File: src/sv/tdcl_pkg.sv
// Shared types, curve tables and widths for the temperature-derated current limits.
`timescale 1ns / 1ps
`default_nettype none

package tdcl_pkg;

    // Field and datapath widths
    localparam int TEMP_W           = 15;
    localparam int CHG_W            = 12;
    localparam int DIS_W            = 15;
    localparam int KNOT_W           = 16;
    localparam int QUOT_W           = 16;
    localparam int NUM_W            = 2 * KNOT_W + 2;
    localparam int S_DATA_W         = 16;
    localparam int M_DATA_W         = 32;
    localparam int M_PAD_W          = M_DATA_W - CHG_W - DIS_W;
    localparam int LANES            = 2;
    localparam int LANE_CHG         = 0;
    localparam int LANE_DIS         = 1;

    // Curve geometry
    localparam int CURVE_POINTS_DEF = 13;
    localparam int ROM_POINTS       = 13;
    localparam int ROM_IDX_W        = $clog2(ROM_POINTS);
    localparam int IDX_MAX_W        = 5;

    typedef logic signed [KNOT_W-1:0] t_knot;

    // Knot temperatures, shared by both curves (centi-degrees)
    localparam t_knot KNOT_TEMP [ROM_POINTS] = '{
        16'sd0,    16'sd500,  16'sd1000, 16'sd1500, 16'sd2000, 16'sd2500, 16'sd3000,
        16'sd3500, 16'sd4000, 16'sd4500, 16'sd5000, 16'sd5500, 16'sd6000
    };

    // Charge curve currents (centi-amperes)
    localparam t_knot CHG_AMPS [ROM_POINTS] = '{
        16'sd0,    16'sd0,    16'sd1000, 16'sd2000, 16'sd3000, 16'sd3000, 16'sd3000,
        16'sd3000, 16'sd2000, 16'sd1000, 16'sd500,  16'sd0,    16'sd0
    };

    // Discharge curve currents (centi-amperes)
    localparam t_knot DIS_AMPS [ROM_POINTS] = '{
        16'sd0,     16'sd4000,  16'sd10000, 16'sd18000, 16'sd18000, 16'sd18000,
        16'sd18000, 16'sd18000, 16'sd18000, 16'sd18000, 16'sd7000,  16'sd1000,
        16'sd0
    };

    // Knot temperature; points past the ROM read as zero
    function automatic t_knot knot_temp(input logic [IDX_MAX_W-1:0] idx);
        t_knot v;
        v = '0;
        if (idx < IDX_MAX_W'(ROM_POINTS)) begin
            v = KNOT_TEMP[idx[ROM_IDX_W-1:0]];
        end
        return v;
    endfunction

    // Knot current of one curve; points past the ROM read as zero
    function automatic t_knot knot_amps(input logic lane, input logic [IDX_MAX_W-1:0] idx);
        t_knot v;
        v = '0;
        if (idx < IDX_MAX_W'(ROM_POINTS)) begin
            v = lane ? DIS_AMPS[idx[ROM_IDX_W-1:0]] : CHG_AMPS[idx[ROM_IDX_W-1:0]];
        end
        return v;
    endfunction

    typedef enum logic [2:0] {
        S_IDLE,
        S_CHECK,
        S_SEARCH,
        S_MUL,
        S_SUM,
        S_DIV,
        S_OUT
    } t_state;

    // Commands from controller to datapath
    typedef struct packed {
        logic load;
        logic clamp;
        logic step_idx;
        logic mul;
        logic sum;
        logic div_step;
        logic emit;
    } t_dp_cmd;

    // Status from datapath to controller
    typedef struct packed {
        logic lo_clamp;
        logic hi_clamp;
        logic seg_found;
        logic div_done;
        logic out_free;
    } t_dp_stat;

endpackage

`default_nettype wire

File: src/sv/tdcl_div.sv
// Restoring divider lane: one quotient bit per step, with a bypass load.
`timescale 1ns / 1ps
`default_nettype none

module tdcl_div
    import tdcl_pkg::*;
(
    input  wire logic              i_clk,
    input  wire logic              i_rst_n,
    input  wire logic              i_start,
    input  wire logic              i_step,
    input  wire logic              i_bypass,
    input  wire logic [QUOT_W-1:0] i_bypass_val,
    input  wire logic [NUM_W-1:0]  i_num,
    input  wire logic [KNOT_W-1:0] i_dvs,
    output logic      [QUOT_W-1:0] o_quot,
    output logic                   o_busy
);

    localparam int CNT_W = $clog2(QUOT_W + 1);

    logic [CNT_W-1:0]  r_left;
    logic [NUM_W-1:0]  r_rem;
    logic [NUM_W-1:0]  n_rem;
    logic [NUM_W-1:0]  r_dvs;
    logic [QUOT_W-1:0] r_quot;
    logic              w_ge;

    assign o_busy = (r_left != '0);
    assign o_quot = r_quot;

    // Trial subtract of the shifted divisor
    always_comb begin
        w_ge  = (r_rem >= r_dvs);
        n_rem = w_ge ? (r_rem - r_dvs) : r_rem;
    end

    // Count remaining steps
    always_ff @(posedge i_clk) begin
        if (!i_rst_n) begin
            r_left <= '0;
        end else if (i_start) begin
            r_left <= i_bypass ? '0 : CNT_W'(QUOT_W);
        end else if (i_step && o_busy) begin
            r_left <= r_left - 1'b1;
        end
    end

    // Advance remainder, divisor and quotient
    always_ff @(posedge i_clk) begin
        if (i_start) begin
            r_rem  <= i_num;
            r_dvs  <= NUM_W'({i_dvs, {(QUOT_W-1){1'b0}}});
            r_quot <= i_bypass ? i_bypass_val : '0;
        end else if (i_step && o_busy) begin
            r_rem  <= n_rem;
            r_dvs  <= r_dvs >> 1;
            r_quot <= {r_quot[QUOT_W-2:0], w_ge};
        end
    end

endmodule

`default_nettype wire

File: src/sv/tdcl_dp.sv
// Datapath: segment search, interpolation products, divider lanes and output register.
`timescale 1ns / 1ps
`default_nettype none

module tdcl_dp
    import tdcl_pkg::*;
#(
    parameter int CURVE_POINTS = CURVE_POINTS_DEF
)(
    input  wire logic                     i_clk,
    input  wire logic                     i_rst_n,
    input  wire logic signed [TEMP_W-1:0] i_temp,
    input  wire t_dp_cmd                  i_cmd,
    output t_dp_stat                      o_stat,
    output logic                          o_m_valid,
    input  wire logic                     i_m_ready,
    output logic             [CHG_W-1:0]  o_chg,
    output logic             [DIS_W-1:0]  o_dis
);

    localparam int IDX_W = $clog2(CURVE_POINTS);
    localparam logic [IDX_MAX_W-1:0] IDX_LAST = IDX_MAX_W'(CURVE_POINTS - 1);

    logic signed [TEMP_W-1:0]   r_temp;
    logic        [IDX_W-1:0]    r_idx;
    logic signed [KNOT_W:0]     r_span;
    logic signed [NUM_W-1:0]    r_p_y0 [LANES];
    logic signed [NUM_W-1:0]    r_p_dy [LANES];
    t_knot                      r_y0   [LANES];
    logic                       r_out_valid;
    logic        [CHG_W-1:0]    r_chg;
    logic        [DIS_W-1:0]    r_dis;

    t_knot                      w_t;
    logic        [IDX_MAX_W-1:0] w_idx_lo;
    logic        [IDX_MAX_W-1:0] w_idx_hi;
    t_knot                      w_x0;
    t_knot                      w_x1;
    t_knot                      w_xf;
    t_knot                      w_xl;
    logic                       w_lo_clamp;
    logic                       w_hi_clamp;
    logic signed [KNOT_W:0]     w_dx;
    logic signed [KNOT_W:0]     w_span;
    logic                       w_span_bad;
    t_knot                      w_y0   [LANES];
    t_knot                      w_y1   [LANES];
    t_knot                      w_yf   [LANES];
    t_knot                      w_yl   [LANES];
    logic signed [KNOT_W:0]     w_dy   [LANES];
    logic signed [KNOT_W:0]     w_y0x  [LANES];
    logic signed [NUM_W-1:0]    w_p_y0 [LANES];
    logic signed [NUM_W-1:0]    w_p_dy [LANES];
    logic signed [NUM_W:0]      w_num  [LANES];
    logic                       w_start;
    logic        [LANES-1:0]    w_bypass;
    logic        [QUOT_W-1:0]   w_byp_val [LANES];
    logic        [QUOT_W-1:0]   w_quot    [LANES];
    logic        [LANES-1:0]    w_busy;

    // Segment end points and clamp tests
    always_comb begin
        w_t        = KNOT_W'(r_temp);
        w_idx_lo   = IDX_MAX_W'(r_idx);
        w_idx_hi   = w_idx_lo + 1'b1;
        w_x0       = knot_temp(w_idx_lo);
        w_x1       = knot_temp(w_idx_hi);
        w_xf       = knot_temp('0);
        w_xl       = knot_temp(IDX_LAST);
        w_lo_clamp = (w_t <= w_xf);
        w_hi_clamp = (w_t >= w_xl);
        w_dx       = (KNOT_W+1)'(w_t) - (KNOT_W+1)'(w_x0);
        w_span     = (KNOT_W+1)'(w_x1) - (KNOT_W+1)'(w_x0);
        w_span_bad = r_span[KNOT_W] || (r_span == '0);
    end

    // Per-curve products, numerator and divider set-up
    always_comb begin
        w_start = i_cmd.clamp || i_cmd.sum;
        for (int l = 0; l < LANES; l++) begin
            w_y0[l]   = knot_amps(1'(l), w_idx_lo);
            w_y1[l]   = knot_amps(1'(l), w_idx_hi);
            w_yf[l]   = knot_amps(1'(l), '0);
            w_yl[l]   = knot_amps(1'(l), IDX_LAST);
            w_dy[l]   = (KNOT_W+1)'(w_y1[l]) - (KNOT_W+1)'(w_y0[l]);
            w_y0x[l]  = (KNOT_W+1)'(w_y0[l]);
            w_p_dy[l] = NUM_W'(w_dx) * NUM_W'(w_dy[l]);
            w_p_y0[l] = NUM_W'(w_y0x[l]) * NUM_W'(w_span);
            w_num[l]  = (NUM_W+1)'(r_p_y0[l]) + (NUM_W+1)'(r_p_dy[l]);
            if (i_cmd.clamp) begin
                w_bypass[l]  = 1'b1;
                w_byp_val[l] = w_lo_clamp ? QUOT_W'(w_yf[l]) : QUOT_W'(w_yl[l]);
            end else if (w_span_bad) begin
                w_bypass[l]  = 1'b1;
                w_byp_val[l] = QUOT_W'(r_y0[l]);
            end else begin
                w_bypass[l]  = w_num[l][NUM_W];
                w_byp_val[l] = '0;
            end
        end
    end

    // Hold the sample and walk the segment index
    always_ff @(posedge i_clk) begin
        if (!i_rst_n) begin
            r_idx <= '0;
        end else if (i_cmd.load) begin
            r_idx <= '0;
        end else if (i_cmd.step_idx) begin
            r_idx <= r_idx + 1'b1;
        end
    end

    always_ff @(posedge i_clk) begin
        if (i_cmd.load) begin
            r_temp <= i_temp;
        end
    end

    // Register products of the bracketing segment
    always_ff @(posedge i_clk) begin
        if (i_cmd.mul) begin
            r_span <= w_span;
            for (int l = 0; l < LANES; l++) begin
                r_p_y0[l] <= w_p_y0[l];
                r_p_dy[l] <= w_p_dy[l];
                r_y0[l]   <= w_y0[l];
            end
        end
    end

    // Divider lanes, one per curve
    for (genvar l = 0; l < LANES; l++) begin : g_lane
        tdcl_div u_div (
            .i_clk        (i_clk),
            .i_rst_n      (i_rst_n),
            .i_start      (w_start),
            .i_step       (i_cmd.div_step),
            .i_bypass     (w_bypass[l]),
            .i_bypass_val (w_byp_val[l]),
            .i_num        (w_num[l][NUM_W-1:0]),
            .i_dvs        (r_span[KNOT_W-1:0]),
            .o_quot       (w_quot[l]),
            .o_busy       (w_busy[l])
        );
    end

    // Output register: load on emit, drop on transaction
    always_ff @(posedge i_clk) begin
        if (!i_rst_n) begin
            r_out_valid <= 1'b0;
        end else if (i_cmd.emit) begin
            r_out_valid <= 1'b1;
        end else if (i_m_ready) begin
            r_out_valid <= 1'b0;
        end
    end

    always_ff @(posedge i_clk) begin
        if (i_cmd.emit) begin
            r_chg <= CHG_W'(w_quot[LANE_CHG]);
            r_dis <= DIS_W'(w_quot[LANE_DIS]);
        end
    end

    assign o_m_valid        = r_out_valid;
    assign o_chg            = r_chg;
    assign o_dis            = r_dis;
    assign o_stat.lo_clamp  = w_lo_clamp;
    assign o_stat.hi_clamp  = w_hi_clamp;
    assign o_stat.seg_found = (w_t < w_x1);
    assign o_stat.div_done  = (w_busy == '0);
    assign o_stat.out_free  = !r_out_valid || i_m_ready;

    // A new result never overwrites one still waiting
    a_no_overwrite: assert property (@(posedge i_clk) disable iff (!i_rst_n)
        i_cmd.emit |-> (!r_out_valid || i_m_ready))
        else $error("result register overwritten");

    // Search never steps past the last segment
    a_search_bound: assert property (@(posedge i_clk) disable iff (!i_rst_n)
        i_cmd.step_idx |-> (w_idx_hi < IDX_LAST))
        else $error("segment search ran off the curve");

    // Dividers have finished when a result is loaded into the output register
    a_div_finished: assert property (@(posedge i_clk) disable iff (!i_rst_n)
        i_cmd.emit |-> (w_busy == '0))
        else $error("result emitted while dividing");

    // Interpolation only for samples inside the curve
    a_no_clamp_interp: assert property (@(posedge i_clk) disable iff (!i_rst_n)
        i_cmd.sum |-> (!w_lo_clamp && !w_hi_clamp))
        else $error("interpolating a clamped sample");

endmodule

`default_nettype wire

File: src/sv/tdcl_ctrl.sv
// Controller: sequences acceptance, clamp check, search, multiply, sum, divide and output.
`timescale 1ns / 1ps
`default_nettype none

module tdcl_ctrl
    import tdcl_pkg::*;
(
    input  wire logic     i_clk,
    input  wire logic     i_rst_n,
    input  wire logic     i_s_valid,
    output logic          o_s_ready,
    input  wire t_dp_stat i_stat,
    output t_dp_cmd       o_cmd
);

    t_state r_state;
    t_state n_state;

    // State register
    always_ff @(posedge i_clk) begin
        if (!i_rst_n) begin
            r_state <= S_IDLE;
        end else begin
            r_state <= n_state;
        end
    end

    // Next state
    always_comb begin
        n_state = r_state;
        unique case (r_state)
            S_IDLE: begin
                if (i_s_valid) begin
                    n_state = S_CHECK;
                end
            end
            S_CHECK: begin
                if (i_stat.lo_clamp || i_stat.hi_clamp) begin
                    n_state = S_OUT;
                end else begin
                    n_state = S_SEARCH;
                end
            end
            S_SEARCH: begin
                if (i_stat.seg_found) begin
                    n_state = S_MUL;
                end
            end
            S_MUL: begin
                n_state = S_SUM;
            end
            S_SUM: begin
                n_state = S_DIV;
            end
            S_DIV: begin
                if (i_stat.div_done) begin
                    n_state = S_OUT;
                end
            end
            S_OUT: begin
                if (i_stat.out_free) begin
                    n_state = S_IDLE;
                end
            end
            default: begin
                n_state = S_IDLE;
            end
        endcase
    end

    // Commands to the datapath
    always_comb begin
        o_cmd     = '0;
        o_s_ready = 1'b0;
        unique case (r_state)
            S_IDLE: begin
                o_s_ready  = 1'b1;
                o_cmd.load = i_s_valid;
            end
            S_CHECK: begin
                o_cmd.clamp = i_stat.lo_clamp || i_stat.hi_clamp;
            end
            S_SEARCH: begin
                o_cmd.step_idx = !i_stat.seg_found;
            end
            S_MUL: begin
                o_cmd.mul = 1'b1;
            end
            S_SUM: begin
                o_cmd.sum = 1'b1;
            end
            S_DIV: begin
                o_cmd.div_step = 1'b1;
            end
            S_OUT: begin
                o_cmd.emit = i_stat.out_free;
            end
            default: begin
                o_cmd = '0;
            end
        endcase
    end

endmodule

`default_nettype wire

File: src/sv/temp_derated_current_limits.sv
// Top level: charge and discharge current limits derated from cell temperature.
//
// Usage:
//   s_axis carries one transaction per temperature sample (signed, centi-degrees).
//   m_axis returns one transaction per sample with the charge and discharge limits
//   (centi-amperes), read off two fixed piecewise-linear curves and clamped to the
//   end points outside the curve.
//   A clamped sample skips the search, multiply and divide; for any other sample
//   the segment search steps one curve point per cycle and the two divider lanes
//   take one quotient bit per cycle for 16 bits.
//   One sample is in flight at a time; the next can be taken in the cycle after the
//   result has been loaded into the output register.
//   The output register holds a finished result until m_axis_tready; the next
//   sample may be accepted and worked on meanwhile, and its result waits until
//   the register is free.
//   Reset (synchronous, active low) empties the output register, returns the
//   controller to idle and clears the segment index and divider step counts.
`timescale 1ns / 1ps
`default_nettype none

module temp_derated_current_limits
    import tdcl_pkg::*;
#(
    parameter int CURVE_POINTS = CURVE_POINTS_DEF
)(
    input  wire logic                i_clk,
    input  wire logic                i_rst_n,
    input  wire logic                s_axis_tvalid,
    output logic                     s_axis_tready,
    input  wire logic [S_DATA_W-1:0] s_axis_tdata,  // [14:0] temperature
    output logic                     m_axis_tvalid,
    input  wire logic                m_axis_tready,
    output logic      [M_DATA_W-1:0] m_axis_tdata   // [11:0] charge_limit, [26:12] discharge_limit
);

    t_dp_cmd          w_cmd;
    t_dp_stat         w_stat;
    logic [CHG_W-1:0] w_chg;
    logic [DIS_W-1:0] w_dis;

    tdcl_ctrl u_ctrl (
        .i_clk     (i_clk),
        .i_rst_n   (i_rst_n),
        .i_s_valid (s_axis_tvalid),
        .o_s_ready (s_axis_tready),
        .i_stat    (w_stat),
        .o_cmd     (w_cmd)
    );

    tdcl_dp #(
        .CURVE_POINTS (CURVE_POINTS)
    ) u_dp (
        .i_clk     (i_clk),
        .i_rst_n   (i_rst_n),
        .i_temp    (s_axis_tdata[TEMP_W-1:0]),
        .i_cmd     (w_cmd),
        .o_stat    (w_stat),
        .o_m_valid (m_axis_tvalid),
        .i_m_ready (m_axis_tready),
        .o_chg     (w_chg),
        .o_dis     (w_dis)
    );

    // Pack the result fields, lowest field first
    assign m_axis_tdata = {{M_PAD_W{1'b0}}, w_dis, w_chg};

endmodule

`default_nettype wire

File: config.mk
export PLATFORM = sky130hd
export DESIGN_NAME = temp_derated_current_limits
export DESIGN_NICKNAME = d
export VERILOG_FILES = /design/src/sv/tdcl_pkg.sv /design/src/sv/tdcl_div.sv /design/src/sv/tdcl_dp.sv /design/src/sv/tdcl_ctrl.sv /design/src/sv/temp_derated_current_limits.sv
export SDC_FILE = /design/constraint.sdc
export NUM_CORES = 2
export LEC_CHECK = 0
export BUFFER_PORTS_ARGS = -buffer_cell sky130_fd_sc_hd__buf_2
export CORE_MARGIN = 1.5
export CORE_UTILIZATION = 50
export DETAILED_ROUTE_END_ITERATION = 8
export PLACE_DENSITY = 0.74
export SYNTH_ARGS = -nofsm -noshare
export SYNTH_HDL_FRONTEND = slang
export SYNTH_HIERARCHICAL = 1
export SYNTH_SLANG_ARGS = --single-unit
File: constraint.sdc
create_clock -name i_clk -period 11 [get_ports i_clk]
set_input_delay 2.2 -clock i_clk [delete_from_list [all_inputs] [get_ports i_clk]]
set_output_delay 2.2 -clock i_clk [all_outputs]
set_load 0.01 [all_outputs]
==> key figures <==
Status
  • Status: complete, no violations

Route
  • Final WL: between 100000 and 150000 um
  • DRC viols: 0
  • Routed Antenna Nets: 0
  • DR pass1 iterations: 6
  • Average vias per placed instance: between 5 and 6
  • Wirelength per Cell: ~18 um
  • Iter 0 DRT Violations: 2938
  • Vias post-DR: a little over 40000

Critical path
  • R2R Path End: u_dp/r_p_dy[0][32]
  • Required @ worst endpoint: approximately 11000 ps
  • R2r setup slk: ~800 ps
  • Worst EP arrival: between 10000 and 15000 ps
  • Crit-path max cell delay: around 700 ps
  • Crit path max fanout: 17
  • Reg-to-reg startpoint: u_dp/r_idx[0]
  • Slowest-stage cell, CP: dfxtp_1
  • Worst setup EP type: flop
  • Worst r2r path cells: 37
  • Kind of critical path: flop to flop
  • Critical path startpoint category: flop

Placed design
  • DP Wirelength: 111000 um
  • Placer Congestion: 0.981
  • Port bufs: 47
  • Placed Cells incl. Taps: 7330

Timing
  • Crit share post-route: between 90% and 100%
  • # setup viols final: 0
  • Final hold vios: 0
  • Worst-Margin Slew: approximately 1300 ps
  • F_max: ~98 MHz
  • RSZ-0062 raised after global routing: false
  • Post-route minimum period: 10200 ps
  • Max-slew headroom: 15.9%
  • Setup TNS: 0 ps
  • Skew final: roughly 36 ps
  • Max-slew violation count: 0

Layout
  • Post-route non-filler standard cell count: 7414
  • Area grow syn2layout: 7.34%
  • Ant diodes: 0
  • Fill count: between 9000 and 10000
  • Share of cells above drive strength 1: under 10%
  • Layout Nets: roughly 7400
  • Finished Core Util: 54.2%

Hold path
  • Cell depth of the worst min-delay path: 0
  • Min-delay worst type: flop to flop
  • Worst Hold Path EP: u_dp/o_dis[14]
  • Hold path start: u_dp/g_lane[1].u_div/o_quot[14]

Die
  • Std cell rows: between 100 and 150
  • Initial core utilization: 50.5%
  • Die area: 0.110 mm2
  • Core area: 0.107 mm2
  • DIE WIDTH: around 330 um
  • Num ports: 54
  • Die height: 332 um

GRT
  • GR Overflow Total: 0
  • Vias in the first global route: around 42000
  • GRT Overall Usage: about a quarter
  • First-pass GRT wire length: roughly 220000 um
  • Largest net degree at the start of global routing: 196
  • Antenna violations before repair: 4

Run
  • Maxcap violations: 0

CTS
  • Postcts setup bufs: 0
  • CTS Hold Bufs: 0
  • Root Buffer: clkbuf_16
  • H-tree levels: 2
  • Worst-skew pair later-pin latency: ~650 ps
  • Clock Path Buffers: 3
  • CTS clk-pin slew, worst paths: ~70 ps
  • Post-CTS Resized: 0
  • Clock Sink Count: between 300 and 400
  • Number of buffers created by CTS: 45
  • CTS tree: done

Synthesis
  • Post-Syn Area: between 0.05 and 0.06 mm2
  • Yosys warning total: 6
  • Synth Instances: around 6000
  • Syn Area/Cell: between 9 and 10 um2
[metrics by stage]
stage	cell area (um2)	hold WS [ps]	worst slack [ps]
final	58100	418	803
after global routing	58100	435	200
after CTS	58100	421	921
after detailed placement	56600	405	949
after global placement	56600	405	1070
after floorplan	54600	400	1700
[state kept, by name (all words and copies together), names as in the netlist]
register and cells:
u_dp/o_chg 12, u_ctrl/r_state 3, u_dp/r_p_y0 57, u_dp/g_lane.u_div/r_dvs 62
u_dp/g_lane.u_div/o_quot 27, u_dp/o_dis 15, u_dp/g_lane.u_div/r_rem 68, u_dp/r_temp 15
u_dp/o_m_valid 1, u_dp/r_idx 4, u_dp/g_lane.u_div/r_left 10, u_dp/r_p_dy 63
u_dp/r_span 13, u_dp/r_y0 17
[layout make-up]
cell class | count | area, um2 | share of cell area, %
clock inverter | 30 | 373 | 0.641
timing repair buffer | 153 | 1040 | 1.79
clock buffer | 54 | 1170 | 2.01
tap | 1403 | 1760 | 3.02
inverter | 1160 | 4350 | 7.49
sequential | 367 | 10500 | 18.1
multi-input combinational | 4247 | 38900 | 66.9
[how the worst max path moves through the flow]
| stage | from | to | slack [ps] | depth (start not counted) |
|---|---|---|---|---|
| 2_1_floorplan | u_dp/r_idx[2] | u_dp/r_p_dy[0][67] | 1700 | 40 |
| 3_3_place_gp | u_dp/r_idx[0] | u_dp/r_p_dy[0][67] | 1070 | 36 |
| 3_5_place_dp | u_dp/r_idx[0] | u_dp/r_p_dy[0][66] | 950 | 36 |
| 4_1_cts | u_dp/r_idx[0] | u_dp/r_p_dy[0][66] | 920 | 36 |
| 5_1_grt | u_dp/r_idx[0] | u_dp/r_p_dy[0][32] | 200 | 37 |
| 6_report | u_dp/r_idx[0] | u_dp/r_p_dy[0][32] | 800 | 37 |
[cells in the final DEF, fill, tap and decap left out, types with 25 or more instances in the layout]
cell type,n
inv_1,1147
fa_1,782
nand2_1,616
ha_1,580
nor2_1,496
edfxtp_1,319
a21oi_1,260
o21ai_0,191
xnor2_1,187
conb_1,109
buf_4,105
a21o_1,89
nand3_1,73
xor2_1,66
nand2b_1,65
nor3_1,64
and2_1,61
o21a_1,53
o31ai_1,50
dfxtp_1,48
buf_2,47
clkbuf_16,45
nor2b_1,39
a211oi_1,36
o21bai_1,31
a31oi_1,30
and3_1,25
[routing by layer]
| metal | vias to the layer above | wire, um | share of wire, % | global-route usage, % |
|---|---|---|---|---|
| li1 | 19000 | - | - | - |
| met1 | 20200 | 57600 | 43 | 33.2 |
| met2 | 1238 | 63700 | 47 | 41.6 |
| met3 | 276 | 9380 | 6.9 | 4.02 |
| met4 | 4 | 4310 | 3.2 | 7.60 |
| met5 | - | 26 | 0.019 | 0 |
[critical path, delay by kind of cell (launching register included)]
| family | cells | cell delay (ps) |
|---|---|---|
| adder cells (fa/ha/maj) | 10 | 4160 |
| AO/OA/AOI/OAI | 12 | 2350 |
| buffers and inverters | 9 | 1420 |
| AND/OR/NAND/NOR | 5 | 1200 |
| flip-flops | 1 | 700 |
| XOR/XNOR | 1 | 110 |
Power is left out: the tool's default activity adds up to more than one toggle a clock period on the data nets, which glitch-free logic cannot reach.
